<file path="config.mk">
export PLATFORM = sky130hd
export DESIGN_NAME = route_table_exact_match_engine_core
export DESIGN_NICKNAME = d
export VERILOG_FILES = /design/src/hw/rtl/rtem_pkg.sv /design/src/hw/rtl/rtem_ram.sv /design/src/hw/rtl/rtem_seq.sv /design/src/hw/rtl/route_table_exact_match_engine_core.sv
export SDC_FILE = /design/constraint.sdc
export NUM_CORES = 1
export LEC_CHECK = 0
export BUFFER_PORTS_ARGS = -buffer_cell sky130_fd_sc_hd__buf_4
export CAP_MARGIN = 20
export CORE_MARGIN = 2
export CORE_UTILIZATION = 50
export DETAILED_ROUTE_END_ITERATION = 8
export PLACE_DENSITY = 0.67
export SYNTH_ARGS = -nofsm -noshare
export SYNTH_HDL_FRONTEND = slang
export SYNTH_SLANG_ARGS = --single-unit
</file>
<file path="constraint.sdc">
create_clock -name i_clk -period 5.5 [get_ports i_clk]
set_input_delay 1.1 -clock i_clk [delete_from_list [all_inputs] [get_ports i_clk]]
set_output_delay 1.1 -clock i_clk [all_outputs]
set_load 0.05 [all_outputs]
</file>
<file path="src/hw/rtl/rtem_pkg.sv">
// ============================================================================
// rtem_pkg
// Shared types, constants and helpers for the exact-match route table engine.
// ============================================================================
package rtem_pkg;

    localparam int TABLE_DEPTH = 16;
    localparam int IFACE_BYTES = 8;

    localparam int IDX_W = (TABLE_DEPTH > 1) ? $clog2(TABLE_DEPTH) : 1;
    localparam int CNT_W = $clog2(TABLE_DEPTH + 1);

    localparam logic [1:0] CMD_INSERT = 2'd0;
    localparam logic [1:0] CMD_DELETE = 2'd1;
    localparam logic [1:0] CMD_UPDATE = 2'd2;

    localparam logic [1:0] ST_OK      = 2'd0;
    localparam logic [1:0] ST_NOMATCH = 2'd1;
    localparam logic [1:0] ST_FULL    = 2'd2;

    typedef struct packed {
        logic [31:0] dest;
        logic [5:0]  prefix;
        logic [31:0] gateway;
        logic [63:0] iface;
    } t_entry;

    localparam int ENTRY_W = $bits(t_entry);

    typedef struct packed {
        logic             we;
        logic [IDX_W-1:0] waddr;
        t_entry           wdata;
        logic             re;
        logic [IDX_W-1:0] raddr;
    } t_ram_req;

    typedef struct packed {
        logic       valid;
        logic [1:0] status;
    } t_res;

    typedef enum logic [1:0] {
        S_IDLE,
        S_SCAN,
        S_DONE
    } t_state;

    // Keep the name up to its first zero byte, within IFACE_BYTES bytes.
    function automatic logic [63:0] norm_iface(input logic [63:0] name);
        logic [63:0] kept;
        logic        stop;
        kept = '0;
        stop = 1'b0;
        for (int k = 0; k < 8; k++) begin
            if (k >= IFACE_BYTES || name[8*k +: 8] == 8'h00) begin
                stop = 1'b1;
            end
            if (!stop) begin
                kept[8*k +: 8] = name[8*k +: 8];
            end
        end
        return kept;
    endfunction

endpackage

</file>
<file path="src/hw/rtl/rtem_ram.sv">
// ============================================================================
// rtem_ram
// Generic simple dual-port RAM: one write port, one read port, registered read.
// ============================================================================
module rtem_ram #(
    parameter int WIDTH = 8,
    parameter int DEPTH = 16,
    localparam int AW   = (DEPTH > 1) ? $clog2(DEPTH) : 1
) (
    input  logic             i_clk,
    input  logic             i_we,
    input  logic [AW-1:0]    i_waddr,
    input  logic [WIDTH-1:0] i_wdata,
    input  logic             i_re,
    input  logic [AW-1:0]    i_raddr,
    output logic [WIDTH-1:0] o_rdata
);

    logic [WIDTH-1:0] r_mem [DEPTH];
    logic [WIDTH-1:0] r_rdata;

    always_ff @(posedge i_clk) begin
        if (i_we) begin
            r_mem[i_waddr] <= i_wdata;
        end
        if (i_re) begin
            r_rdata <= r_mem[i_raddr];
        end
    end

    assign o_rdata = r_rdata;

endmodule

</file>
<file path="src/hw/rtl/rtem_seq.sv">
// ============================================================================
// rtem_seq
// Command sequencer: inserts at the tail, scans the table for delete and
// update, compacts survivors in place, and produces one status per command.
// ============================================================================
module rtem_seq (
    input  logic              i_clk,
    input  logic              i_rst_n,
    input  logic              i_in_valid,
    output logic              o_in_ready,
    input  logic [1:0]        i_cmd,
    input  logic [31:0]       i_dest_ip,
    input  logic [5:0]        i_prefix_len,
    input  logic [31:0]       i_gw_ip,
    input  logic [63:0]       i_out_iface,
    output rtem_pkg::t_ram_req o_ram_req,
    input  rtem_pkg::t_entry  i_ram_rdata,
    output rtem_pkg::t_res    o_res,
    input  logic              i_res_ready
);
    import rtem_pkg::*;

    t_state           r_state, n_state;
    logic [1:0]       r_cmd, n_cmd;
    logic [31:0]      r_dest, n_dest;
    logic [5:0]       r_pfx, n_pfx;
    logic [31:0]      r_gw, n_gw;
    logic [63:0]      r_iface, n_iface;
    logic [CNT_W-1:0] r_count, n_count;
    logic [IDX_W-1:0] r_idx, n_idx;
    logic [CNT_W-1:0] r_w, n_w;
    logic             r_found, n_found;
    logic [1:0]       r_status, n_status;

    logic             hit;
    logic             last;
    t_ram_req         req;

    assign hit  = (i_ram_rdata.dest == r_dest) && (i_ram_rdata.prefix == r_pfx);
    assign last = ((CNT_W'(r_idx) + CNT_W'(1)) == r_count);

    always_ff @(posedge i_clk) begin
        if (!i_rst_n) begin
            r_state  <= S_IDLE;
            r_count  <= '0;
            r_idx    <= '0;
            r_w      <= '0;
            r_found  <= 1'b0;
            r_status <= ST_OK;
        end else begin
            r_state  <= n_state;
            r_count  <= n_count;
            r_idx    <= n_idx;
            r_w      <= n_w;
            r_found  <= n_found;
            r_status <= n_status;
        end
    end

    always_ff @(posedge i_clk) begin
        r_cmd   <= n_cmd;
        r_dest  <= n_dest;
        r_pfx   <= n_pfx;
        r_gw    <= n_gw;
        r_iface <= n_iface;
    end

    // Delete writes slot w while reading slot i+1 with w <= i, and update
    // stops on its write, so reads and writes never collide on one entry.
    always_comb begin
        n_state  = r_state;
        n_cmd    = r_cmd;
        n_dest   = r_dest;
        n_pfx    = r_pfx;
        n_gw     = r_gw;
        n_iface  = r_iface;
        n_count  = r_count;
        n_idx    = r_idx;
        n_w      = r_w;
        n_found  = r_found;
        n_status = r_status;

        req       = '0;
        req.wdata = i_ram_rdata;

        o_in_ready = 1'b0;
        o_res      = '0;

        unique case (r_state)
            S_IDLE: begin
                o_in_ready = 1'b1;
                if (i_in_valid) begin
                    n_cmd   = i_cmd;
                    n_dest  = i_dest_ip;
                    n_pfx   = i_prefix_len;
                    n_gw    = i_gw_ip;
                    n_iface = norm_iface(i_out_iface);
                    n_idx   = '0;
                    n_w     = '0;
                    n_found = 1'b0;
                    n_state = S_DONE;
                    unique case (i_cmd)
                        CMD_INSERT: begin
                            if (r_count >= CNT_W'(TABLE_DEPTH)) begin
                                n_status = ST_FULL;
                            end else begin
                                req.we            = 1'b1;
                                req.waddr         = r_count[IDX_W-1:0];
                                req.wdata.dest    = i_dest_ip;
                                req.wdata.prefix  = i_prefix_len;
                                req.wdata.gateway = i_gw_ip;
                                req.wdata.iface   = norm_iface(i_out_iface);
                                n_count           = r_count + CNT_W'(1);
                                n_status          = ST_OK;
                            end
                        end
                        CMD_DELETE, CMD_UPDATE: begin
                            n_status = ST_NOMATCH;
                            if (r_count != '0) begin
                                req.re  = 1'b1;
                                req.raddr = '0;
                                n_state = S_SCAN;
                            end
                        end
                        default: begin
                            n_status = ST_NOMATCH;
                        end
                    endcase
                end
            end

            S_SCAN: begin
                if (r_cmd == CMD_DELETE) begin
                    // Drop matches, move survivors down to the write slot.
                    if (hit) begin
                        n_found = 1'b1;
                    end else begin
                        req.we    = 1'b1;
                        req.waddr = r_w[IDX_W-1:0];
                        n_w       = r_w + CNT_W'(1);
                    end
                    if (last) begin
                        n_count  = hit ? r_w : r_w + CNT_W'(1);
                        n_status = (hit || r_found) ? ST_OK : ST_NOMATCH;
                        n_state  = S_DONE;
                    end else begin
                        req.re    = 1'b1;
                        req.raddr = r_idx + IDX_W'(1);
                        n_idx     = r_idx + IDX_W'(1);
                    end
                end else begin
                    if (hit) begin
                        req.we            = 1'b1;
                        req.waddr         = r_idx;
                        req.wdata.gateway = r_gw;
                        req.wdata.iface   = r_iface;
                        n_status          = ST_OK;
                        n_state           = S_DONE;
                    end else if (last) begin
                        n_status = ST_NOMATCH;
                        n_state  = S_DONE;
                    end else begin
                        req.re    = 1'b1;
                        req.raddr = r_idx + IDX_W'(1);
                        n_idx     = r_idx + IDX_W'(1);
                    end
                end
            end

            S_DONE: begin
                o_res.valid  = 1'b1;
                o_res.status = r_status;
                if (i_res_ready) begin
                    n_state = S_IDLE;
                end
            end

            default: begin
                n_state = S_IDLE;
            end
        endcase
    end

    assign o_ram_req = req;

endmodule

</file>
<file path="src/hw/rtl/route_table_exact_match_engine_core.sv">
// Insert and unused commands go from acceptance straight to S_DONE; delete and
// update first scan up to the entry count in S_SCAN, reading one RAM entry per cycle.
// From S_DONE the status enters the output register; a new command is taken only in S_IDLE,
// and a status waiting in the output register holds the next one and blocks input.
// Reset: synchronous active-low; clears the entry count and the sequencer,
// no clearing pass, table contents stay undefined until written.
// ============================================================================
// route_table_exact_match_engine_core
// Route table with insert, delete-all-matches with compaction, and update of
// the first match, keyed on destination and prefix length.
// ============================================================================
module route_table_exact_match_engine_core (
    input  logic        i_clk,
    input  logic        i_rst_n,
    input  logic        i_in_valid,
    output logic        o_in_ready,
    input  logic [1:0]  i_cmd,
    input  logic [31:0] i_dest_ip,
    input  logic [5:0]  i_prefix_len,
    input  logic [31:0] i_gw_ip,
    input  logic [63:0] i_out_iface,
    output logic        o_out_valid,
    input  logic        i_out_ready,
    output logic [1:0]  o_status
);
    import rtem_pkg::*;

    t_ram_req   ram_req;
    t_entry     ram_rdata;
    logic [ENTRY_W-1:0] ram_rdata_raw;
    t_res       res;
    logic       res_ready;

    logic       r_out_valid;
    logic [1:0] r_out_status;

    rtem_seq u_seq (
        .i_clk        (i_clk),
        .i_rst_n      (i_rst_n),
        .i_in_valid   (i_in_valid),
        .o_in_ready   (o_in_ready),
        .i_cmd        (i_cmd),
        .i_dest_ip    (i_dest_ip),
        .i_prefix_len (i_prefix_len),
        .i_gw_ip      (i_gw_ip),
        .i_out_iface  (i_out_iface),
        .o_ram_req    (ram_req),
        .i_ram_rdata  (ram_rdata),
        .o_res        (res),
        .i_res_ready  (res_ready)
    );

    rtem_ram #(
        .WIDTH (ENTRY_W),
        .DEPTH (TABLE_DEPTH)
    ) u_table (
        .i_clk   (i_clk),
        .i_we    (ram_req.we),
        .i_waddr (ram_req.waddr),
        .i_wdata (ram_req.wdata),
        .i_re    (ram_req.re),
        .i_raddr (ram_req.raddr),
        .o_rdata (ram_rdata_raw)
    );

    assign ram_rdata = t_entry'(ram_rdata_raw);

    // Output register: hold the status until the transaction is taken.
    assign res_ready = !r_out_valid || i_out_ready;

    always_ff @(posedge i_clk) begin
        if (!i_rst_n) begin
            r_out_valid <= 1'b0;
        end else if (res_ready) begin
            r_out_valid <= res.valid;
        end
    end

    always_ff @(posedge i_clk) begin
        if (res_ready && res.valid) begin
            r_out_status <= res.status;
        end
    end

    assign o_out_valid = r_out_valid;
    assign o_status    = r_out_status;

endmodule

</file>
==> run_results.csv, run 1 <==
group,metric,value,unit
status,status,"finished clean",
clocking,cts_tree,"done",
die,die_w,241,um
synthesis,synth.largest_area_cell,"edfxtp_1",
clocking,hold_buffers,0,
clocking,root_buffer,"clkbuf_16",
global_routing,antenna_found_initial,0,
clocking,cts_setup_buffers,0,
synthesis,syn_area_per_cell,17.0,sq um
worst_setup_path,critPathArrivalTime,5.11,ns
sta,slew_viol_final,0,
worst_setup_path,cp_max_fo,10,
drt,routed_via_density,5.95,
drt,remaining_drc_errors,0,
global_routing,grt_pass1_wl,96300,um
global_routing,grt_pass1_vias,14900,
sta,finClkSkew,0.0368,ns
drt,avgRoutedWirePerCell,26.0,um
pwr,power_density,358,nW/um^2
pwr,peakVddDrop,0.000249,V
sta,setup_viol,0,
worst_setup_path,crit_chain,"xor2_1, nor4_1, nand4_1, or3_1, ha_1, a32oi_1, nor2_1, a21oi_1, nand2_1, nor2_4, buf_4",
sta,worst_pin_slew,0.899,ns
drt,drt-total-wl,65700,um
worst_setup_path,cpMaxStageDelayCell,"nor4_1",
global_routing,grt_max_degree,123,
die,start_util,0.507,
synthesis,netlist_top_cells_area,"edfxtp_1 74%, mux2i_1 9.7%, o22ai_1 2.6%",
flow_run,drv_cap,0,
placed_design,dp.cells,2404,
sta,tns,0,ns
pwr,power.share.combinational,0.056,
cells_and_area,regArea,21100,sq um
pwr,leakagePower,9.84,nW
sta,slew_headroom,0.401,
drt,drtIter0Drc,1566,
clocking,htreeDepth,3,
worst_hold_path,min_path_type,"reg2reg",
drt,first_pass_iters,7,
die,ios,144,
clocking,numCtsBuffers,73,
cells_and_area,fill_cells,4164,
clocking,post_cts_resized,0,
worst_setup_path,cp-end-kind,"register",
synthesis,synth_edf_count,688,
die,die_y,241,um
synthesis,async_flop_share,0,
synthesis,syn_inst,1646,
synthesis,syn_nets,1792,
synthesis,synth_warnings,0,
die,rows,86,
worst_setup_path,critical_path_class,"reg2reg",
pwr,total_power,11.4,mW
cells_and_area,drive_gt1_frac,0.144,
pwr,swShare,0.218,
cells_and_area,syn_to_final_growth,13.3,%
synthesis,synth_ff_type,"edfxtp_1",
pwr,p_switching,2.48,mW
placed_design,io_buffers,47,
pwr,p_clk_frac,0.403,
sta,post-route-period-util,0.874,
cells_and_area,diodes,0,
pwr,seq_power_share,0.541,
drt,final_antenna_net_count,0,
worst_setup_path,critPathLaunchType,"register",
synthesis,yosysTopAreaCellShare,0.738,
clocking,clock-sinks,708,
worst_setup_path,critPathMaxStageDelay,0.74,ns
synthesis,seq_area_frac_synth,0.752,
worst_setup_path,cp.required,5.81,ns
cells_and_area,layoutNonFillerInstCount,2528,
sta,fmax,208,MHz
die,core_area,55200,sq um
global_routing,grt-ovfl-total,0,
sta,rsz0062_at_grt,"no",
clocking,insertion_delay,0.62,ns
cells_and_area,multi_input_area,6550,sq um
synthesis,ys_ff_latch,708,
synthesis,synth_most_common_cell,"edfxtp_1",
cells_and_area,nets,1877,
synthesis,syn-cell-area,28000,sq um
synthesis,ys_top_cells_by_count,"688 x edfxtp_1, 270 x mux2i_1, 135 x nand2_1",
placed_design,dp_hpwl,35200,um
clocking,clk_pin_slew,0.06,ns
synthesis,ys_types,54,
clocking,clockBufferDepth,3,
sta,fin_crit,4.81,ns
placed_design,gp_congestion,0.827,
die,dieArea,57900,sq um
sta,hold_viol_final,0,
drt,vias,15000,
global_routing,grt_usage,0.230,
pwr,p_int,8.89,mW
==> layout by cell type, fill, tap and decap left out, drive strengths merged, types with 8 or more instances in the layout <==
master,Yosys,layout
a21oi,12,12
buf,59,98
clkbuf,29,99
clkinv,0,20
dfxtp,20,20
edfxtp,688,688
inv,8,9
mux2,38,38
mux2i,270,270
nand2,135,135
nand2b,9,9
nand3,14,14
nor2,31,31
nor2b,8,8
nor4,12,12
o21ai,13,13
o22ai,115,115
o2bb2ai,38,38
or4,38,38
xor2,41,41
==> critical path, delay by kind of cell, from the launching register on <==
kind	cells	cell delay, ns
fa+ha+maj	1	0.25
compound gates	2	0.49
flops	1	0.42
xor+xnor	1	0.18
buf+inv	1	0.34
simple gates	6	2.78
==> per-layer routing <==
layer | share of wire | track usage
met5 | 0 | 0
met4 | 0.023 | 0.0711
met3 | 0.069 | 0.0359
met2 | 0.48 | 0.368
met1 | 0.43 | 0.329
==> power groups by stage <==
| stage | sequential (mW) | clock, mW | combinational [mW] |
|---|---|---|---|
| after floorplan | 6.26 | 0 | 0.401 |
| after global placement | 6.26 | 0 | 0.613 |
| after detailed placement | 6.27 | 0 | 0.633 |
| after CTS | 6.15 | 4.65 | 0.634 |
| after global routing | 6.16 | 4.86 | 0.685 |
| final | 6.15 | 4.58 | 0.634 |
==> flip-flops by register name, summed over array words and instances, names as in the netlist <==
name and count:
u_seq.r_status 2, u_seq.r_pfx 6, u_seq.r_state 2, u_seq.r_cmd 2, u_seq.r_found 1, u_seq.r_count 5
u_seq.r_dest 32, u_seq.r_w 5, u_seq.r_idx 4, u_table.o_rdata 38, o_out_valid 1, o_status 2
u_table.r_mem 608
==> metrics by stage <==
| stage | hold slack, ns | setup WS (ns) | cell area (sq um) | utilization |
|---|---|---|---|---|
| 2_1_floorplan | 0.455 | 0.730 | 28000 | - |
| 3_3_place_gp | 0.481 | 0.950 | 29500 | 0.535 |
| 3_5_place_dp | 0.490 | 0.894 | 29500 | 0.535 |
| 4_1_cts | 0.497 | 0.861 | 31700 | 0.575 |
| 5_1_grt | 0.525 | 0.637 | 31700 | 0.575 |
| 6_report | 0.494 | 0.693 | 31700 | 0.575 |
==> cells by family (layout without fill, tap and decap cells) <==
family,after synthesis,after routing,synth area share
compound gates,201,201,0.0487
xor+xnor,49,49,0.0159
fa+ha+maj,6,6,0.00268
buf+inv,96,230,0.0202
flops,708,708,0.752
mux,308,308,0.112
simple gates,278,278,0.0487
==> path summary, 6_finish.rpt <==
path | startpoint | to | slack [ns] | cells past startpoint
worst max-delay path | u_table.o_rdata[101] | u_table.r_mem[6][104] | 0.69 | 11
worst min-delay path | u_seq.r_w[4] | u_seq.r_w[4] | 0.49 | 2
worst max register to register | u_table.o_rdata[101] | u_table.r_mem[6][104] | 0.69 | 11
worst min register to register | u_seq.r_w[4] | u_seq.r_w[4] | 0.49 | 2
==> final cells by class <==
class	instances	area share
Sequential cell	708	0.664
Multi-Input combinational cell	842	0.206
Timing Repair Buffer	98	0.0303
Tap cell	748	0.0295
Clock buffer	99	0.0613
Inverter	8	0.000946
Clock inverter	25	0.00812
(Power assumes the default switching activity.)
==> inputs of run 2 (changes only) <==
RECOVER_POWER = 25   (was default)
==> run_results.csv, run 2 (synthesis results as in run 1) <==
group,metric,value,unit
drt,final_antenna_net_count,0,
cells_and_area,layoutNonFillerInstCount,2528,
die,start_util,0.507,
clocking,clockBufferDepth,3,
clocking,clk_pin_slew,0.06,ns
worst_hold_path,min_path_type,"reg2reg",
drt,routed_via_density,5.98,
sta,slew_viol_final,102,
clocking,root_buffer,"clkbuf_16",
sta,fin_crit,4.72,ns
clocking,cts_setup_buffers,0,
global_routing,grt_usage,0.230,
clocking,clock-sinks,708,
worst_setup_path,cp-end-kind,"register",
sta,rsz0062_at_grt,"no",
placed_design,io_buffers,47,
placed_design,dp.cells,2404,
cells_and_area,diodes,0,
cells_and_area,largest_reg_flops,608,
clocking,numCtsBuffers,73,
placed_design,dp_hpwl,35200,um
die,core_area,55200,sq um
die,ios,144,
pwr,power_density,360,nW/um^2
cells_and_area,syn_to_final_growth,12.7,%
drt,drtIter0Drc,1566,
status,violations,"capacitance limit, slew limit",
worst_setup_path,critical_path_class,"reg2reg",
global_routing,grt_max_degree,123,
sta,worst_pin_slew,2.31,ns
cells_and_area,mostFrequentLayoutCells,"688 x edfxtp_1, 270 x mux2i_1, 135 x nand2_1, 115 x o22ai_1, 74 x clkbuf_16",
die,rows,86,
drt,remaining_drc_errors,0,
cells_and_area,nets,1877,
global_routing,grt_pass1_vias,14900,
drt,first_pass_iters,6,
clocking,htreeDepth,3,
sta,whs,0.494,ns
sta,post-route-period-util,0.858,
sta,slew_headroom,-0.539,
flow_run,drv_cap,4,
placed_design,gp_congestion,0.827,
cells_and_area,fill_cells,4209,
drt,vias,15100,
cells_and_area,regMostFlops,"u_table.r_mem",
drt,drt-total-wl,65900,um
pwr,peakVddDrop,0.000247,V
worst_setup_path,cp.required,5.81,ns
sta,setup_viol,0,
worst_setup_path,cp_max_fo,10,
worst_setup_path,critPathArrivalTime,5.03,ns
sta,tns,0,ns
global_routing,antenna_found_initial,0,
die,die_w,241,um
die,dieArea,57900,sq um
clocking,post_cts_resized,0,
sta,finClkSkew,0.0348,ns
pwr,leakagePower,9.69,nW
worst_setup_path,critPathLaunchType,"register",
cells_and_area,final_common_cell,"edfxtp_1",
sta,fmax,212,MHz
drt,avgRoutedWirePerCell,26.1,um
clocking,hold_buffers,0,
clocking,insertion_delay,0.63,ns
cells_and_area,drive_gt1_frac,0.118,
clocking,cts_tree,"done",
die,die_y,241,um
global_routing,grt-ovfl-total,0,
global_routing,grt_pass1_wl,96300,um
status,status,"finished with violations",
sta,hold_viol_final,0,
[run 2: cell count changes in the layout (fill, tap and decap cells not counted), sizes merged]
cell / previous run / this run
clkbuf: 99 / 146
buf: 98 / 51
[run 2: path summary, 6_finish.rpt]
kind / end / slack, ns / cells past startpoint / from
max: u_table.r_mem[6][111] / 0.78 / 11 / u_table.o_rdata[101]
min: u_seq.r_w[4] / 0.49 / 2 / u_seq.r_w[4]
max reg2reg: u_table.r_mem[6][111] / 0.78 / 11 / u_table.o_rdata[101]
min reg2reg: u_seq.r_w[4] / 0.49 / 2 / u_seq.r_w[4]
[run 2: final cells by class]
cell class | count | area (sq um) | area share
Multi-Input combinational cell | 842 | 6540 | 0.207
Clock buffer | 99 | 1950 | 0.0616
Inverter | 8 | 30.0 | 0.000951
Timing Repair Buffer | 98 | 800 | 0.0253
Sequential cell | 708 | 21100 | 0.667
Tap cell | 748 | 936 | 0.0296
Clock inverter | 25 | 258 | 0.00816
[run 2: metrics by stage]
stage | power [mW] | utilization | worst slack [ns] | area (sq um)
floorplan | 6.66 | - | 0.730 | 28000
global placement | 6.87 | 0.535 | 0.950 | 29500
detailed placement | 6.90 | 0.535 | 0.894 | 29500
CTS | 11.4 | 0.575 | 0.861 | 31700
global route | 11.7 | 0.572 | 0.515 | 31600
finish | 11.4 | 0.572 | 0.779 | 31600
[run 2: worst max-delay path, stage by stage (launching register included)]
cell and delay (ns):
edfxtp_1 0.42, xor2_1 0.18, nor4_1 0.69, nand4_1 0.48
or3_1 0.64, ha_1 0.25, a32oi_1 0.19, nor2_1 0.06
a21oi_1 0.30, nand2_1 0.33, nor2_4 0.50, buf_4 0.34
[run 2: routing by layer]
metal  part of all wire  GRT usage  up-vias
met1               0.43      0.329     7767
met5                  0          0        -
met3              0.062     0.0359      122
met4              0.026     0.0711        0
li1                   -          -     6660
met2               0.48      0.368      560
[run 2: report_power, final]
group          internal [mW]  switching (mW)  leakage [nW]
Clock                   2.59            1.99          1.06
Sequential              6.11          0.0426          6.38
Combinational          0.172           0.447          2.24
Total                   8.87            2.48          9.69
